### config.mk
export PLATFORM = sky130hd
export DESIGN_NAME = dual_camera_frame_selector_flat
export DESIGN_NICKNAME = d
export VERILOG_FILES = /design/src/rtl/dcfs_pkg.sv /design/src/rtl/dcfs_if.sv /design/src/rtl/dcfs_cfg_regs.sv /design/src/rtl/dcfs_decide.sv /design/src/rtl/dual_camera_frame_selector.sv /design/src/flat_wrapper.sv
export SDC_FILE = /design/constraint.sdc
export NUM_CORES = 1
export LEC_CHECK = 0
export BUFFER_PORTS_ARGS = -buffer_cell sky130_fd_sc_hd__buf_2
export CAP_MARGIN = 10
export CORE_AREA = 2 2 135 203
export CTS_BUF_LIST = sky130_fd_sc_hd__clkbuf_4 sky130_fd_sc_hd__clkbuf_8 sky130_fd_sc_hd__clkbuf_16
export DETAILED_ROUTE_END_ITERATION = 8
export DIE_AREA = 0 0 137 205
export PLACE_DENSITY = 0.74
export SLEW_MARGIN = 30
export SYNTH_ARGS = -nofsm -noshare
export SYNTH_HDL_FRONTEND = slang
export SYNTH_SLANG_ARGS = --single-unit
### constraint.sdc
create_clock -name clk -period 7 [get_ports clk]
set_input_delay 1.4 -clock clk [delete_from_list [all_inputs] [get_ports clk]]
set_output_delay 1.4 -clock clk [all_outputs]
set_load 0.005 [all_outputs]
### src/rtl/dcfs_pkg.sv
// ----------------------------------------------------------------------------
// dcfs_pkg
// Types and constants shared by the dual camera frame selector modules.
// ----------------------------------------------------------------------------
package dcfs_pkg;

    localparam int TIME_W      = 32;
    localparam int THRESH_W    = 16;
    localparam int TIMEOUT_W   = 4;
    localparam int CFG_IDX_W   = 1;
    localparam int CFG_DATA_W  = 16;

    // register indexes of the configuration port
    localparam logic [CFG_IDX_W-1:0] REG_LATE_THRESHOLD = 1'd0;
    localparam logic [CFG_IDX_W-1:0] REG_REPLAY_TIMEOUT = 1'd1;

    // reset values of the configuration registers
    localparam logic [THRESH_W-1:0]  LATE_THRESHOLD_RST = 16'd100;
    localparam logic [TIMEOUT_W-1:0] REPLAY_TIMEOUT_RST = 4'd11;

    typedef struct packed {
        logic [TIME_W-1:0] upper_time;
        logic [TIME_W-1:0] lower_time;
        logic              replay_active;
        logic              log_data_ready;
    } poll_t;

    typedef struct packed {
        logic process_frame;
        logic select_upper;
        logic ack_log_frame;
        logic wait_next;
    } result_t;

    typedef struct packed {
        logic [THRESH_W-1:0]  late_threshold;
        logic [TIMEOUT_W-1:0] replay_timeout;
    } cfg_t;

endpackage

### src/rtl/dcfs_if.sv
// ----------------------------------------------------------------------------
// dcfs channel interfaces
// Poll request, result and configuration write channels with valid/ready.
// ----------------------------------------------------------------------------
interface dcfs_poll_if;
    logic                           valid;
    logic                           ready;
    logic [dcfs_pkg::TIME_W-1:0]    upper_time;
    logic [dcfs_pkg::TIME_W-1:0]    lower_time;
    logic                           replay_active;
    logic                           log_data_ready;

    modport source (output valid, upper_time, lower_time, replay_active,
                    log_data_ready, input ready);
    modport sink   (input valid, upper_time, lower_time, replay_active,
                    log_data_ready, output ready);
endinterface

interface dcfs_result_if;
    logic valid;
    logic ready;
    logic process_frame;
    logic select_upper;
    logic ack_log_frame;
    logic wait_next;

    modport source (output valid, process_frame, select_upper, ack_log_frame,
                    wait_next, input ready);
    modport sink   (input valid, process_frame, select_upper, ack_log_frame,
                    wait_next, output ready);
endinterface

interface dcfs_cfg_if;
    logic                              valid;
    logic                              ready;
    logic [dcfs_pkg::CFG_IDX_W-1:0]    index;
    logic [dcfs_pkg::CFG_DATA_W-1:0]   data;

    modport source (output valid, index, data, input ready);
    modport sink   (input valid, index, data, output ready);
endinterface

### src/rtl/dcfs_cfg_regs.sv
// ----------------------------------------------------------------------------
// dcfs_cfg_regs
// Configuration registers: late threshold and replay timeout.
// ----------------------------------------------------------------------------
module dcfs_cfg_regs (
    input  logic              clk,
    input  logic              rst_n,
    dcfs_cfg_if.sink          cfg,
    output dcfs_pkg::cfg_t    cfg_val
);

    logic [dcfs_pkg::THRESH_W-1:0]  late_threshold_reg;
    logic [dcfs_pkg::TIMEOUT_W-1:0] replay_timeout_reg;
    logic                           wr_en;

    // writes are always taken
    assign cfg.ready = 1'b1;
    assign wr_en     = cfg.valid;

    // register file
    always_ff @(posedge clk or negedge rst_n)
    begin
        if (!rst_n)
        begin
            late_threshold_reg <= dcfs_pkg::LATE_THRESHOLD_RST;
            replay_timeout_reg <= dcfs_pkg::REPLAY_TIMEOUT_RST;
        end
        else if (wr_en)
        begin
            case (cfg.index)
                dcfs_pkg::REG_LATE_THRESHOLD:
                    late_threshold_reg <= cfg.data[dcfs_pkg::THRESH_W-1:0];
                dcfs_pkg::REG_REPLAY_TIMEOUT:
                    replay_timeout_reg <= cfg.data[dcfs_pkg::TIMEOUT_W-1:0];
                default:
                begin
                end
            endcase
        end
    end

    assign cfg_val.late_threshold = late_threshold_reg;
    assign cfg_val.replay_timeout = replay_timeout_reg;

endmodule

### src/rtl/dcfs_decide.sv
// ----------------------------------------------------------------------------
// dcfs_decide
// Selector state and the per-poll decision logic; state moves on advance.
// ----------------------------------------------------------------------------
module dcfs_decide (
    input  logic              clk,
    input  logic              rst_n,
    input  logic              advance,
    input  dcfs_pkg::poll_t   poll,
    input  dcfs_pkg::cfg_t    cfg_val,
    output dcfs_pkg::result_t result
);

    logic                            accept_pending_reg, accept_pending_next;
    logic                            upper_fresh_reg, upper_fresh_next;
    logic                            lower_fresh_reg, lower_fresh_next;
    logic [dcfs_pkg::TIME_W-1:0]     prev_upper_time_reg, prev_upper_time_next;
    logic [dcfs_pkg::TIME_W-1:0]     prev_lower_time_reg, prev_lower_time_next;
    logic [dcfs_pkg::TIME_W-1:0]     accepted_time_reg, accepted_time_next;
    logic                            current_upper_reg, current_upper_next;
    logic [dcfs_pkg::TIMEOUT_W-1:0]  delay_count_reg, delay_count_next;

    logic [dcfs_pkg::TIME_W-1:0]     diff_ul;
    logic [dcfs_pkg::TIME_W-1:0]     diff_lu;
    logic [dcfs_pkg::TIME_W-1:0]     thresh_ext;
    logic                            upper_late;
    logic                            lower_late;
    logic                            upper_new;
    logic                            lower_new;
    logic                            empty_poll;
    logic                            take;
    logic [dcfs_pkg::TIMEOUT_W-1:0]  delay_inc;
    logic                            process_frame;
    logic                            ack_log_frame;

    // lateness on the wrapping difference read as signed
    assign thresh_ext = {{(dcfs_pkg::TIME_W-dcfs_pkg::THRESH_W){1'b0}},
                         cfg_val.late_threshold};
    assign diff_ul    = poll.lower_time - poll.upper_time;
    assign diff_lu    = poll.upper_time - poll.lower_time;
    assign upper_late = !diff_ul[dcfs_pkg::TIME_W-1] && (diff_ul >= thresh_ext);
    assign lower_late = !diff_lu[dcfs_pkg::TIME_W-1] && (diff_lu >= thresh_ext);

    // freshness against last seen and last accepted timestamps
    assign upper_new = (poll.upper_time != prev_upper_time_reg) &&
                       (poll.upper_time >= accepted_time_reg);
    assign lower_new = (poll.lower_time != prev_lower_time_reg) &&
                       (poll.lower_time >= accepted_time_reg);

    assign empty_poll = poll.replay_active && !poll.log_data_ready &&
                        (delay_count_reg == '0);
    assign delay_inc  = delay_count_reg + 1'b1;

    // next state and result of one poll
    always_comb
    begin
        logic uf;
        logic lf;
        logic cur;
        uf  = upper_fresh_reg | upper_new;
        lf  = lower_fresh_reg | lower_new;
        cur = current_upper_reg;

        accept_pending_next  = accept_pending_reg;
        upper_fresh_next     = upper_fresh_reg;
        lower_fresh_next     = lower_fresh_reg;
        prev_upper_time_next = prev_upper_time_reg;
        prev_lower_time_next = prev_lower_time_reg;
        accepted_time_next   = accepted_time_reg;
        current_upper_next   = current_upper_reg;
        delay_count_next     = delay_count_reg;
        process_frame        = 1'b0;
        ack_log_frame        = 1'b0;
        take                 = 1'b0;

        if (empty_poll)
        begin
            accept_pending_next = 1'b0;
        end
        else
        begin
            prev_upper_time_next = poll.upper_time;
            prev_lower_time_next = poll.lower_time;
            upper_fresh_next     = uf;
            lower_fresh_next     = lf;
            take = accept_pending_reg || (uf && lf) || (uf && lower_late) ||
                   (lf && upper_late);
            if (take)
            begin
                delay_count_next = '0;
                ack_log_frame    = poll.replay_active;
                process_frame    = 1'b1;
                if (upper_late)
                    cur = 1'b0;
                else if (lower_late)
                    cur = 1'b1;
                else
                    cur = !current_upper_reg;
                current_upper_next = cur;
                if (cur)
                begin
                    accepted_time_next  = poll.upper_time;
                    upper_fresh_next    = 1'b0;
                    lower_fresh_next    = lf && (poll.upper_time <= poll.lower_time);
                    accept_pending_next = lf && (poll.upper_time <= poll.lower_time);
                end
                else
                begin
                    accepted_time_next  = poll.lower_time;
                    lower_fresh_next    = 1'b0;
                    upper_fresh_next    = uf && (poll.lower_time <= poll.upper_time);
                    accept_pending_next = uf && (poll.lower_time <= poll.upper_time);
                end
            end
            else if (poll.replay_active)
            begin
                delay_count_next = delay_inc;
                if (delay_inc >= cfg_val.replay_timeout)
                begin
                    ack_log_frame      = 1'b1;
                    delay_count_next   = {{(dcfs_pkg::TIMEOUT_W-1){1'b0}}, 1'b1};
                    accepted_time_next = '0;
                end
            end
        end
    end

    // state registers
    always_ff @(posedge clk or negedge rst_n)
    begin
        if (!rst_n)
        begin
            accept_pending_reg  <= 1'b0;
            upper_fresh_reg     <= 1'b0;
            lower_fresh_reg     <= 1'b0;
            prev_upper_time_reg <= '0;
            prev_lower_time_reg <= '0;
            accepted_time_reg   <= '0;
            current_upper_reg   <= 1'b0;
            delay_count_reg     <= '0;
        end
        else if (advance)
        begin
            accept_pending_reg  <= accept_pending_next;
            upper_fresh_reg     <= upper_fresh_next;
            lower_fresh_reg     <= lower_fresh_next;
            prev_upper_time_reg <= prev_upper_time_next;
            prev_lower_time_reg <= prev_lower_time_next;
            accepted_time_reg   <= accepted_time_next;
            current_upper_reg   <= current_upper_next;
            delay_count_reg     <= delay_count_next;
        end
    end

    assign result.process_frame = process_frame;
    assign result.select_upper  = process_frame && current_upper_next;
    assign result.ack_log_frame = ack_log_frame;
    assign result.wait_next     = !accept_pending_next && (delay_count_next == '0);

endmodule

### src/rtl/dual_camera_frame_selector.sv
// ----------------------------------------------------------------------------
// dual_camera_frame_selector
// Chooses which of two camera sources delivers the next frame to process.
// ----------------------------------------------------------------------------
// One poll request gives exactly one result. A request is registered on
// acceptance, then decided against the selector state and written to the
// result register once that register is free or draining; a new request is
// taken every cycle while the result side does not stall. The only limit
// on rate is the result register: when the result side stalls, the request
// register fills and ready drops after one more request. Configuration
// writes are always ready and take effect on the next poll decided.
module dual_camera_frame_selector (
    input  logic           clk,
    input  logic           rst_n,
    dcfs_poll_if.sink      poll,
    dcfs_result_if.source  result,
    dcfs_cfg_if.sink       cfg
);

    dcfs_pkg::cfg_t      cfg_val;
    dcfs_pkg::poll_t     poll_reg;
    dcfs_pkg::result_t   decided;
    dcfs_pkg::result_t   result_reg;
    logic                poll_valid_reg;
    logic                result_valid_reg;
    logic                advance;
    logic                poll_take;

    dcfs_cfg_regs u_cfg_regs (
        .clk     (clk),
        .rst_n   (rst_n),
        .cfg     (cfg),
        .cfg_val (cfg_val)
    );

    // a registered request moves on when the result slot is free or draining
    assign advance   = poll_valid_reg && (!result_valid_reg || result.ready);
    assign poll.ready = !poll_valid_reg || advance;
    assign poll_take = poll.valid && poll.ready;

    // request register
    always_ff @(posedge clk or negedge rst_n)
    begin
        if (!rst_n)
            poll_valid_reg <= 1'b0;
        else if (poll.ready)
            poll_valid_reg <= poll.valid;
    end

    always_ff @(posedge clk)
    begin
        if (poll_take)
        begin
            poll_reg.upper_time     <= poll.upper_time;
            poll_reg.lower_time     <= poll.lower_time;
            poll_reg.replay_active  <= poll.replay_active;
            poll_reg.log_data_ready <= poll.log_data_ready;
        end
    end

    dcfs_decide u_decide (
        .clk     (clk),
        .rst_n   (rst_n),
        .advance (advance),
        .poll    (poll_reg),
        .cfg_val (cfg_val),
        .result  (decided)
    );

    // result register
    always_ff @(posedge clk or negedge rst_n)
    begin
        if (!rst_n)
            result_valid_reg <= 1'b0;
        else if (advance)
            result_valid_reg <= 1'b1;
        else if (result.ready)
            result_valid_reg <= 1'b0;
    end

    always_ff @(posedge clk)
    begin
        if (advance)
            result_reg <= decided;
    end

    assign result.valid         = result_valid_reg;
    assign result.process_frame = result_reg.process_frame;
    assign result.select_upper  = result_reg.select_upper;
    assign result.ack_log_frame = result_reg.ack_log_frame;
    assign result.wait_next     = result_reg.wait_next;

endmodule
### src/flat_wrapper.sv
// flat-port wrapper written by rule: the top's interface ports become plain ports
module dual_camera_frame_selector_flat 
  (clk, rst_n, poll_valid, poll_upper_time, poll_lower_time, poll_replay_active, poll_log_data_ready, poll_ready, result_valid, result_process_frame, result_select_upper, result_ack_log_frame, result_wait_next, result_ready, cfg_valid, cfg_index, cfg_data, cfg_ready);
  dcfs_poll_if poll_i ();
  dcfs_result_if result_i ();
  dcfs_cfg_if cfg_i ();
  input  logic clk;
  input  logic rst_n;
  input wire logic [$bits(poll_i.valid)-1:0] poll_valid;
  input wire logic [$bits(poll_i.upper_time)-1:0] poll_upper_time;
  input wire logic [$bits(poll_i.lower_time)-1:0] poll_lower_time;
  input wire logic [$bits(poll_i.replay_active)-1:0] poll_replay_active;
  input wire logic [$bits(poll_i.log_data_ready)-1:0] poll_log_data_ready;
  output wire logic [$bits(poll_i.ready)-1:0] poll_ready;
  output wire logic [$bits(result_i.valid)-1:0] result_valid;
  output wire logic [$bits(result_i.process_frame)-1:0] result_process_frame;
  output wire logic [$bits(result_i.select_upper)-1:0] result_select_upper;
  output wire logic [$bits(result_i.ack_log_frame)-1:0] result_ack_log_frame;
  output wire logic [$bits(result_i.wait_next)-1:0] result_wait_next;
  input wire logic [$bits(result_i.ready)-1:0] result_ready;
  input wire logic [$bits(cfg_i.valid)-1:0] cfg_valid;
  input wire logic [$bits(cfg_i.index)-1:0] cfg_index;
  input wire logic [$bits(cfg_i.data)-1:0] cfg_data;
  output wire logic [$bits(cfg_i.ready)-1:0] cfg_ready;
  assign poll_i.valid = poll_valid;
  assign poll_i.upper_time = poll_upper_time;
  assign poll_i.lower_time = poll_lower_time;
  assign poll_i.replay_active = poll_replay_active;
  assign poll_i.log_data_ready = poll_log_data_ready;
  assign poll_ready = poll_i.ready;
  assign result_valid = result_i.valid;
  assign result_process_frame = result_i.process_frame;
  assign result_select_upper = result_i.select_upper;
  assign result_ack_log_frame = result_i.ack_log_frame;
  assign result_wait_next = result_i.wait_next;
  assign result_i.ready = result_ready;
  assign cfg_i.valid = cfg_valid;
  assign cfg_i.index = cfg_index;
  assign cfg_i.data = cfg_data;
  assign cfg_ready = cfg_i.ready;
  dual_camera_frame_selector u_core (.clk(clk), .rst_n(rst_n), .poll(poll_i), .result(result_i), .cfg(cfg_i));
endmodule
==> results of run 1 <==
## per-layer routing
| metal | share of wire (%) | vias up | track usage (%) |
|---|---|---|---|
| met5 | 0 | - | 0 |
| met4 | 6.9 | 0 | 20.0 |
| met3 | 5.4 | 122 | 4.45 |
| met2 | 49 | 440 | 54.7 |
| met1 | 39 | 5838 | 38.8 |
| li1 | - | 5630 | - |
## worst max-delay path, stage by stage, from the launching register on
cell and delay (ns):
edfxtp_1 0.43, inv_1 0.10, ha_1 0.49, and3_1 0.28, o21ai_1 0.18, a21oi_1 0.36
nand2b_1 0.27, inv_1 0.06, o21ai_0 0.25, xor2_1 0.20, ha_1 0.27, a21o_1 0.19
a21o_1 0.17, a21oi_1 0.20, nor2_1 0.06, nor4_1 0.22, o41ai_1 0.14, nor4_1 0.31
a32oi_1 0.30, a211oi_2 0.70, nor3_4 0.16, buf_4 0.30, a22o_1 0.25
## power groups by stage
stage	sequential, mW	combinational, mW	clock (mW)
2_1_floorplan	1.64	1.43	0
3_3_place_gp	1.70	1.96	0
3_5_place_dp	1.71	2.02	0
4_1_cts	1.69	2.03	1.07
5_1_grt	1.72	2.27	1.11
6_report	1.70	2.06	1.06
## final timing paths
path                                        from                               endpoint  slack (ns)  depth (start not counted)
max                           u_core.poll_reg[6]  u_core.u_decide.accepted_time_reg[23]        0.93                         22
min                        u_core.poll_valid_reg                    u_core.result.valid        0.50                          1
max reg2reg                   u_core.poll_reg[6]  u_core.u_decide.accepted_time_reg[23]        0.93                         22
min reg2reg                u_core.poll_valid_reg                    u_core.result.valid        0.50                          1
max in group asynchronous                  rst_n  u_core.u_decide.accepted_time_reg[13]        4.89                          3
min in group asynchronous                  rst_n                  u_core.poll_valid_reg        1.01                          1
## metrics by stage
| stage | utilization [%] | worst slack, ns | instances | hold WS [ns] |
|---|---|---|---|---|
| floorplan | - | 2.12 | 1523 | 0.457 |
| global placement | 56.8 | 1.16 | 1901 | 0.481 |
| detailed placement | 56.8 | 1.05 | 1901 | 0.491 |
| CTS | 59.2 | 1.01 | 1933 | 0.506 |
| global route | 59.3 | 0.501 | 1934 | 0.523 |
| finish | 59.3 | 0.933 | 1934 | 0.502 |
## area by class of cell
| type | count | area, um^2 | area share, % |
|---|---|---|---|
| Multi-Input combinational cell | 1137 | 8250 | 52.9 |
| Sequential cell | 196 | 5260 | 33.7 |
| Clock inverter | 12 | 168 | 1.08 |
| Timing Repair Buffer | 102 | 556 | 3.56 |
| Inverter | 130 | 488 | 3.13 |
| Clock buffer | 20 | 454 | 2.91 |
| Tap cell | 337 | 422 | 2.70 |
## cells in the final DEF, fill, tap and decap left out, drive strengths merged, types with 10 or more instances in the layout
cell and n:
nor4 22, nor2 52, a21o 41, o21a 17, a21oi 106, nor2b 14
xnor2 42, inv 135, nand2 153, mux2i 37, a22o 35, dfrtp 120
edfxtp 70, buf 102, nor3 18, xor2 63, ha 165, nand4 40
o21ai 154, nand2b 16, clkbuf 20, o21bai 10, nand3 11
## kinds of logic (layout without fill, tap and decap cells)
family	after synthesis	in the layout	share of synthesized area, %
AOI/OAI and AO/OA	455	455	20.5
xor gates and xnor gates	105	105	6.46
adders and majority gates	167	167	14.8
buffers and inverters	190	264	5.43
DFF	196	196	36.9
muxes	46	46	3.31
other	1	1	0.0263
and+or+nand+nor	363	363	12.5
==> results.tsv, run 1 <==
metric	value	unit
outcome	finished, final reports clean	
worst_ir_drop_vdd	0.202	mV
drt_iter0_drc	877	
grt_pass1_wl	67900	um
synth.cell_area	14200	um^2
stdcell_area	15600	um^2
post_cts_resized	0	
p_total	4.82	mW
yosys-top-cells-count	165 x ha_1, 153 x nand2_1, 146 x o21ai_0, 130 x inv_1, 120 x dfrtp_1	
grt_overflow	0	
io_pins	95	
clock_latency	0.47	ns
drt-vias-per-instance	6.22	
crit_path_max_fanout	29	
cts_max_level	4	
nFillCells	2287	
critPathKind	flip-flop to flip-flop	
seqPwrFrac	35.2	%
ant_nets	0	
fin_nets	1839	
maxCapViolCount	0	
root_buffer	clkbuf_16	
max_freq	165	MHz
clkTransAtPathRegs	0.07	ns
rsz0062_at_grt	no	
tns	0	ns
drt_pre_antenna_iters	5	
cp.required	7.35	ns
p_sw	1.95	mW
placed_area	14900	um^2
comb_power_share	42.8	%
area_growth	9.51	%
postCtsSetupRepairBufs	0	
start_util	54.1	%
yosys.area.top_type	dfrtp_1	
grt_start_max_net_pins	94	
synth.area.top_cells	dfrtp_1 21%, edfxtp_1 15%, ha_1 14%	
antenna_found_initial	0	
p_int	2.87	mW
via_count	12030	
synth_edf_count	70	
core_area	26300	um^2
hold_path_class	flip-flop to flip-flop	
grt_use_total	32.5	%
gp_congestion	0.971	
slew_violations	0	
period_share	86.7	%
syn-instance-count	1523	
crit_path_start_kind	flip-flop	
min_period	6.07	ns
tightestPinTransition	0.873	ns
yosysMostFrequentCell	ha_1	
hpwl	34900	um
dieArea	28100	um^2
grt_pass1_vias	12000	
wl	44300	um
clock-sinks	196	
antennaDiodeCount	0	
synth_seq_cells	196	
ys_seq_area_share	36.9	%
synthDistinctLibCells	80	
cts_inserted_buffers	17	
end_kind	flip-flop	
die_h	205	um
synthFlopType	dfrtp_1	
synth_top_area_share	21.1	%
worst_clock_skew	0.0138	ns
drive_gt1_share	10.6	%
drc	0	
power_leakage	7.19	nW
finalHoldViolations	0	
p_per_area	309	nW/um^2
largest_reg_flops	66	
slew_headroom	40.9	%
synth-async-reset-ratio	64.3	%
cts_tree	built	
yosysWarnings	0	
cp.arrival	6.42	ns
power.clock.fraction	22.0	%
syn_nets	1778	
holdBufCountCts	0	
setup_viol	0	
clk_path_buf_depth	2	
rows	73	
p_sw_share	40.4	%
port_buffers	93	
synth_area_per_cell	9.35	um^2
wl_per_cell	22.9	um
die_w	137	um
(Power assumes the default switching activity.)
==> run 2, diff against run 1 <==
--- a/config.mk
+++ b/config.mk
@@ -7,11 +7,11 @@
 export LEC_CHECK = 0
 export BUFFER_PORTS_ARGS = -buffer_cell sky130_fd_sc_hd__buf_2
 export CAP_MARGIN = 10
-export CORE_AREA = 2 2 135 203
+export CORE_AREA = 2 2 129 194
 export CTS_BUF_LIST = sky130_fd_sc_hd__clkbuf_4 sky130_fd_sc_hd__clkbuf_8 sky130_fd_sc_hd__clkbuf_16
 export DETAILED_ROUTE_END_ITERATION = 8
-export DIE_AREA = 0 0 137 205
-export PLACE_DENSITY = 0.74
+export DIE_AREA = 0 0 131 196
+export PLACE_DENSITY = 0.8
 export SLEW_MARGIN = 30
 export SYNTH_ARGS = -nofsm -noshare
 export SYNTH_HDL_FRONTEND = slang
==> results.tsv, run 2 (synthesized netlist as in run 1, its figures left out) <==
metric	value	unit	change
drt_iter0_drc	1015		+16%
r2r_end	u_core.u_decide.accepted_time_reg[23]		
p_per_area	308	nW/um^2	-0.29%
grt_overflow	0		unchanged
critPathKind	flip-flop to flip-flop		
stdcell_area	15500	um^2	-0.31%
clk_path_buf_depth	2		unchanged
crit_path_start_kind	flip-flop		
cts_inserted_buffers	17		unchanged
worst_clock_skew	0.0118	ns	-0.00191 ns
root_buffer	clkbuf_16		
rows	70		-4.1%
clock-sinks	196		unchanged
via_count	12065		+0.29%
drt_pre_antenna_iters	5		unchanged
wl	43500	um	-1.8%
crit_path_start	u_core.poll_reg[5]		
cts_tree	built		
drive_gt1_share	10.5	%	-0.13 points
post_cts_resized	0		unchanged
met3_usage	5.89	%	+1.4 points
gp_congestion	1.02		+4.6%
end_kind	flip-flop		
hold_path_class	flip-flop to flip-flop		
slew_headroom	23.2	%	-18 points
setup_viol	0		unchanged
critical_path.endpoint	u_core.u_decide.accepted_time_reg[23]		
min_period	6.44	ns	+0.372 ns
finalHoldViolations	0		unchanged
postCtsSetupRepairBufs	0		unchanged
power_leakage	7.19	nW	about the same
grt_start_max_net_pins	103		+9.6%
ant_nets	0		unchanged
dieArea	25700	um^2	-8.6%
clkTransAtPathRegs	0.07	ns	about the same
r2r_slack	0.56	ns	-0.37 ns
cts_max_level	4		unchanged
final_cell_mix	165 x ha_1, 153 x nand2_1, 146 x o21ai_0, 130 x inv_1, 120 x dfrtp_1		
final_common_cell	ha_1		
outcome	finished, final reports clean		
met1_usage	41.2	%	+2.4 points
antenna_found_initial	2		+2
maxCapViolCount	0		unchanged
use_met2	56.3	%	+1.6 points
drc	0		unchanged
largest_reg_flops	66		unchanged
slew_violations	0		unchanged
drt-vias-per-instance	6.28		+0.92%
rr_worst_depth	22		unchanged
grt_use_total	34.7	%	+2.3 points
cp.arrival	6.78	ns	+0.36 ns
die_w	131	um	-4.4%
area_growth	9.16	%	
fin_nets	1839		unchanged
holdBufCountCts	0		unchanged
period_share	92.0	%	+5.3 points
grt_pass1_vias	11930		-0.58%
setup_ws	0.561	ns	-0.372 ns
hpwl	34000	um	-2.4%
core_area	24100	um^2	-8.4%
cp.required	7.34	ns	about the same
rr_startpoint	u_core.poll_reg[5]		
port_buffers	93		unchanged
place_ws	0.604	ns	-0.451 ns
die_h	196	um	-4.4%
tns	0	ns	unchanged
grt.busiest_layer	met2		
grt_pass1_wl	66800	um	-1.6%
clock_latency	0.46	ns	about the same
max_freq	155	MHz	-5.8%
io_pins	95		unchanged
crit_path_max_fanout	23		-21%
rsz0062_at_grt	no		
wl_per_cell	22.6	um	-1.2%
start_util	59.1	%	+5.0 points
worst_ir_drop_vdd	0.224	mV	+11%
placed_area	14900	um^2	-0.12%
tightestPinTransition	1.14	ns	+0.269 ns
-- run 2: cell type report --
| class | count | area, um^2 |
|---|---|---|
| multi-input combinational | 1137 | 8230 |
| timing repair buffer | 102 | 539 |
| antenna | 1 | 2.50 |
| inverter | 130 | 488 |
| sequential | 196 | 5260 |
| clock inverter | 11 | 138 |
| tap | 324 | 405 |
| fill | 1926 | 8540 |
| clock buffer | 21 | 479 |
-- run 2: power by group --
group          internal (mW)  switching, mW  total, mW
Sequential              1.48          0.214       1.69
Clock                  0.575          0.468       1.04
Combinational          0.804           1.25       2.05
Total                   2.86           1.93       4.79
-- run 2: worst min path at each step --
stage,from,to,slack [ns],cells past startpoint
floorplan,u_core.poll_valid_reg,u_core.result.valid,0.46,1
finish,u_core.u_decide.prev_upper_time_reg[8],u_core.u_decide.prev_upper_time_reg[8],0.50,2
CTS,u_core.poll_valid_reg,u_core.result.valid,0.50,1
detailed placement,u_core.poll_valid_reg,u_core.result.valid,0.48,1
global route,u_core.u_decide.accepted_time_reg[10],u_core.u_decide.accepted_time_reg[10],0.52,1
global placement,u_core.poll_valid_reg,u_core.result.valid,0.47,1
-- run 2: critical path, cell delays in order, from the launching register on --
cell      delay [ns]
edfxtp_1        0.43
inv_1           0.11
ha_1            0.51
and3_1          0.28
o21ai_1         0.18
a21oi_1         0.43
nand2b_1        0.33
inv_1           0.06
o21ai_0         0.20
xor2_1          0.30
ha_1            0.31
a21o_1          0.19
a21o_1          0.16
a21oi_1         0.18
nor2_1          0.06
nor4_1          0.25
o41ai_1         0.14
nor4_1          0.35
a32oi_1         0.32
a211oi_2        0.70
nor3_4          0.24
buf_4           0.30
a22o_1          0.24
-- run 2: through the flow --
| step | util, % | hold slack (ns) | power [mW] | cells |
|---|---|---|---|---|
| after CTS | 64.5 | 0.503 | 4.76 | 1921 |
| after global placement | 62.0 | 0.470 | 3.63 | 1889 |
| after global routing | 64.5 | 0.524 | 5.06 | 1921 |
| final | 64.6 | 0.502 | 4.79 | 1922 |
| after floorplan | - | 0.457 | 3.07 | 1523 |
| after detailed placement | 62.0 | 0.482 | 3.70 | 1889 |
-- run 2: layer usage --
layer	up-vias	routed length (um)
li1	5615	-
met5	-	10
met2	521	20600
met3	162	2800
met1	5765	16300
met4	2	3670
==> run 3, diff against run 2 <==
--- a/config.mk
+++ b/config.mk
@@ -7,11 +7,11 @@
 export LEC_CHECK = 0
 export BUFFER_PORTS_ARGS = -buffer_cell sky130_fd_sc_hd__buf_2
 export CAP_MARGIN = 10
-export CORE_AREA = 2 2 129 194
+export CORE_AREA = 2 2 141 212
 export CTS_BUF_LIST = sky130_fd_sc_hd__clkbuf_4 sky130_fd_sc_hd__clkbuf_8 sky130_fd_sc_hd__clkbuf_16
 export DETAILED_ROUTE_END_ITERATION = 8
-export DIE_AREA = 0 0 131 196
-export PLACE_DENSITY = 0.8
+export DIE_AREA = 0 0 143 214
+export PLACE_DENSITY = 0.69
 export SLEW_MARGIN = 30
 export SYNTH_ARGS = -nofsm -noshare
 export SYNTH_HDL_FRONTEND = slang
==> results.tsv, run 3 (synthesized netlist as in run 1, its figures left out) <==
metric	value	unit	change
outcome	finished, final reports clean		
end_kind	flip-flop		
clkTransAtPathRegs	0.08	ns	about the same
p_sw	1.96	mW	+1.3%
rr_startpoint	u_core.poll_reg[6]		
path_cells	inv_1 > ha_1 > and3_1 > o21ai_1 > a21oi_1 > nand2b_1 > inv_1 > o21ai_0 > xor2_1 > ha_1 > a21o_1 > a21o_1 > a21oi_1 > nor2_1 > nor4_1 > o41ai_1 > nor4_1 > a32oi_1 > a211oi_2 > nor3_4 > buf_4 > a22o_1		
dp_cells	1952		+3.3%
p_per_area	304	nW/um^2	-1.3%
min_period	5.96	ns	-0.475 ns
placed_area	15000	um^2	+0.50%
rsz0062_at_grt	no		
via_count	11771		-2.4%
wl_per_cell	22.6	um	about the same
start_util	49.8	%	-9.4 points
antenna_found_initial	0		-2
cts_tree	built		
drt_iter0_drc	898		-12%
cp.required	7.37	ns	+0.03 ns
drc	0		unchanged
drt_pre_antenna_iters	5		unchanged
antennaDiodeCount	0		-1
crit_path_max_fanout	33		+43%
stdcell_area	15600	um^2	+0.28%
gp_congestion	0.961		-5.3%
max_freq	168	MHz	+8.0%
drt-vias-per-instance	5.93		-5.5%
rr_worst_depth	22		unchanged
layout.cells.non_filler	1984		+3.2%
grt_pass1_vias	11672		-2.2%
wl	44900	um	+3.3%
p_int	2.78	mW	-2.6%
fin_util	54.5	%	-10 points
holdPathEnd	u_core.result.valid		
crit_slowest_cell	a211oi_2		
clock-sinks	196		unchanged
worst_clock_skew	0.00841	ns	-0.00343 ns
tightestPinTransition	0.837	ns	-0.305 ns
r2r_end	u_core.u_decide.accepted_time_reg[10]		
final_common_cell	ha_1		
rows	76		+8.6%
cts_max_level	4		unchanged
io_pins	95		unchanged
power_leakage	7.14	nW	-0.65%
core_area	28600	um^2	+19%
hpwl	35400	um	+4.0%
r2r_slack	1.04	ns	+0.47 ns
post_cts_resized	0		unchanged
cp.arrival	6.33	ns	-0.45 ns
fin_nets	1836		-0.16%
ant_nets	0		unchanged
grt_pass1_wl	68300	um	+2.2%
setup_viol	0		unchanged
worst_ir_drop_vdd	0.206	mV	-8.0%
drive_gt1_share	10.5	%	-0.043 points
holdBufCountCts	0		unchanged
maxCapViolCount	0		unchanged
max_stage_delay	0.68	ns	-0.02 ns
slew_headroom	42.8	%	+20 points
area_growth	9.47	%	
die_h	214	um	+9.2%
p_sw_share	41.3	%	+0.95 points
critical_path.top_delay_family	compound AO/OA/AOI/OAI gates		
clk_path_buf_depth	2		unchanged
port_buffers	93		unchanged
seqPwrFrac	35.6	%	+0.3 points
tns	0	ns	unchanged
cts_inserted_buffers	17		unchanged
critPathKind	flip-flop to flip-flop		
power.clock.fraction	21.2	%	-0.6 points
period_share	85.2	%	-6.8 points
hp-start	u_core.poll_valid_reg		
holdPathStages	1		-1
clock_latency	0.48	ns	+0.02 ns
crit_path_start_kind	flip-flop		
postCtsSetupRepairBufs	0		unchanged
comb_power_share	43.3	%	+0.4 points
die_w	143	um	+9.2%
dieArea	30600	um^2	+19%
grt_overflow	0		unchanged
grt_use_total	29.8	%	-4.9 points
largest_reg_flops	66		unchanged
finalHoldViolations	0		unchanged
grt_start_max_net_pins	109		+5.8%
final_cell_mix	165 x ha_1, 153 x nand2_1, 146 x o21ai_0, 130 x inv_1, 120 x dfrtp_1		
slew_violations	0		unchanged
worst-path-buf-inv	3		unchanged
hold_path_class	flip-flop to flip-flop		
root_buffer	clkbuf_16		
## run 3: worst max path at each step
stage,startpoint,to,slack [ns],cells after the start
floorplan,u_core.poll_reg[6],u_core.result.wait_next,2.12,21
global placement,u_core.poll_reg[6],u_core.u_decide.accepted_time_reg[11],1.20,22
detailed placement,u_core.poll_reg[6],u_core.u_decide.accepted_time_reg[7],1.09,22
CTS,u_core.poll_reg[6],u_core.u_decide.accepted_time_reg[6],1.05,22
global route,u_core.poll_reg[6],u_core.u_decide.accepted_time_reg[7],0.65,22
finish,u_core.poll_reg[6],u_core.u_decide.accepted_time_reg[10],1.04,22
## run 3: power groups by stage
stage,clock network (mW),registers [mW],logic (mW)
after floorplan,0,1.64,1.43
after global placement,0,1.69,1.97
after detailed placement,0,1.70,2.02
after CTS,1.01,1.68,2.03
after global routing,1.06,1.71,2.26
final,1.00,1.69,2.05
## run 3: area by class of cell
cell class | count | area, um^2
Inverter | 130 | 488
Tap cell | 390 | 488
Fill cell | 2618 | 13000
Multi-Input combinational cell | 1137 | 8250
Clock buffer | 18 | 433
Timing Repair Buffer | 99 | 520
Sequential cell | 196 | 5260
Clock inverter | 14 | 146
## run 3: per-stage QoR
stage	hold slack (ns)	setup WS, ns	total power, mW
after global routing	0.517	0.648	5.04
final	0.488	1.04	4.74
after detailed placement	0.483	1.09	3.72
after CTS	0.492	1.05	4.73
after global placement	0.467	1.20	3.66
after floorplan	0.457	2.12	3.07
## run 3: metal layers
| layer | up-vias | global-route usage (%) | share of wire, % |
|---|---|---|---|
| li1 | 5616 | - | - |
| met1 | 5686 | 35.8 | 40 |
| met2 | 358 | 49.9 | 49 |
| met3 | 111 | 4.49 | 4.5 |
| met4 | 0 | 17.7 | 6.6 |
| met5 | - | 0 | 0 |
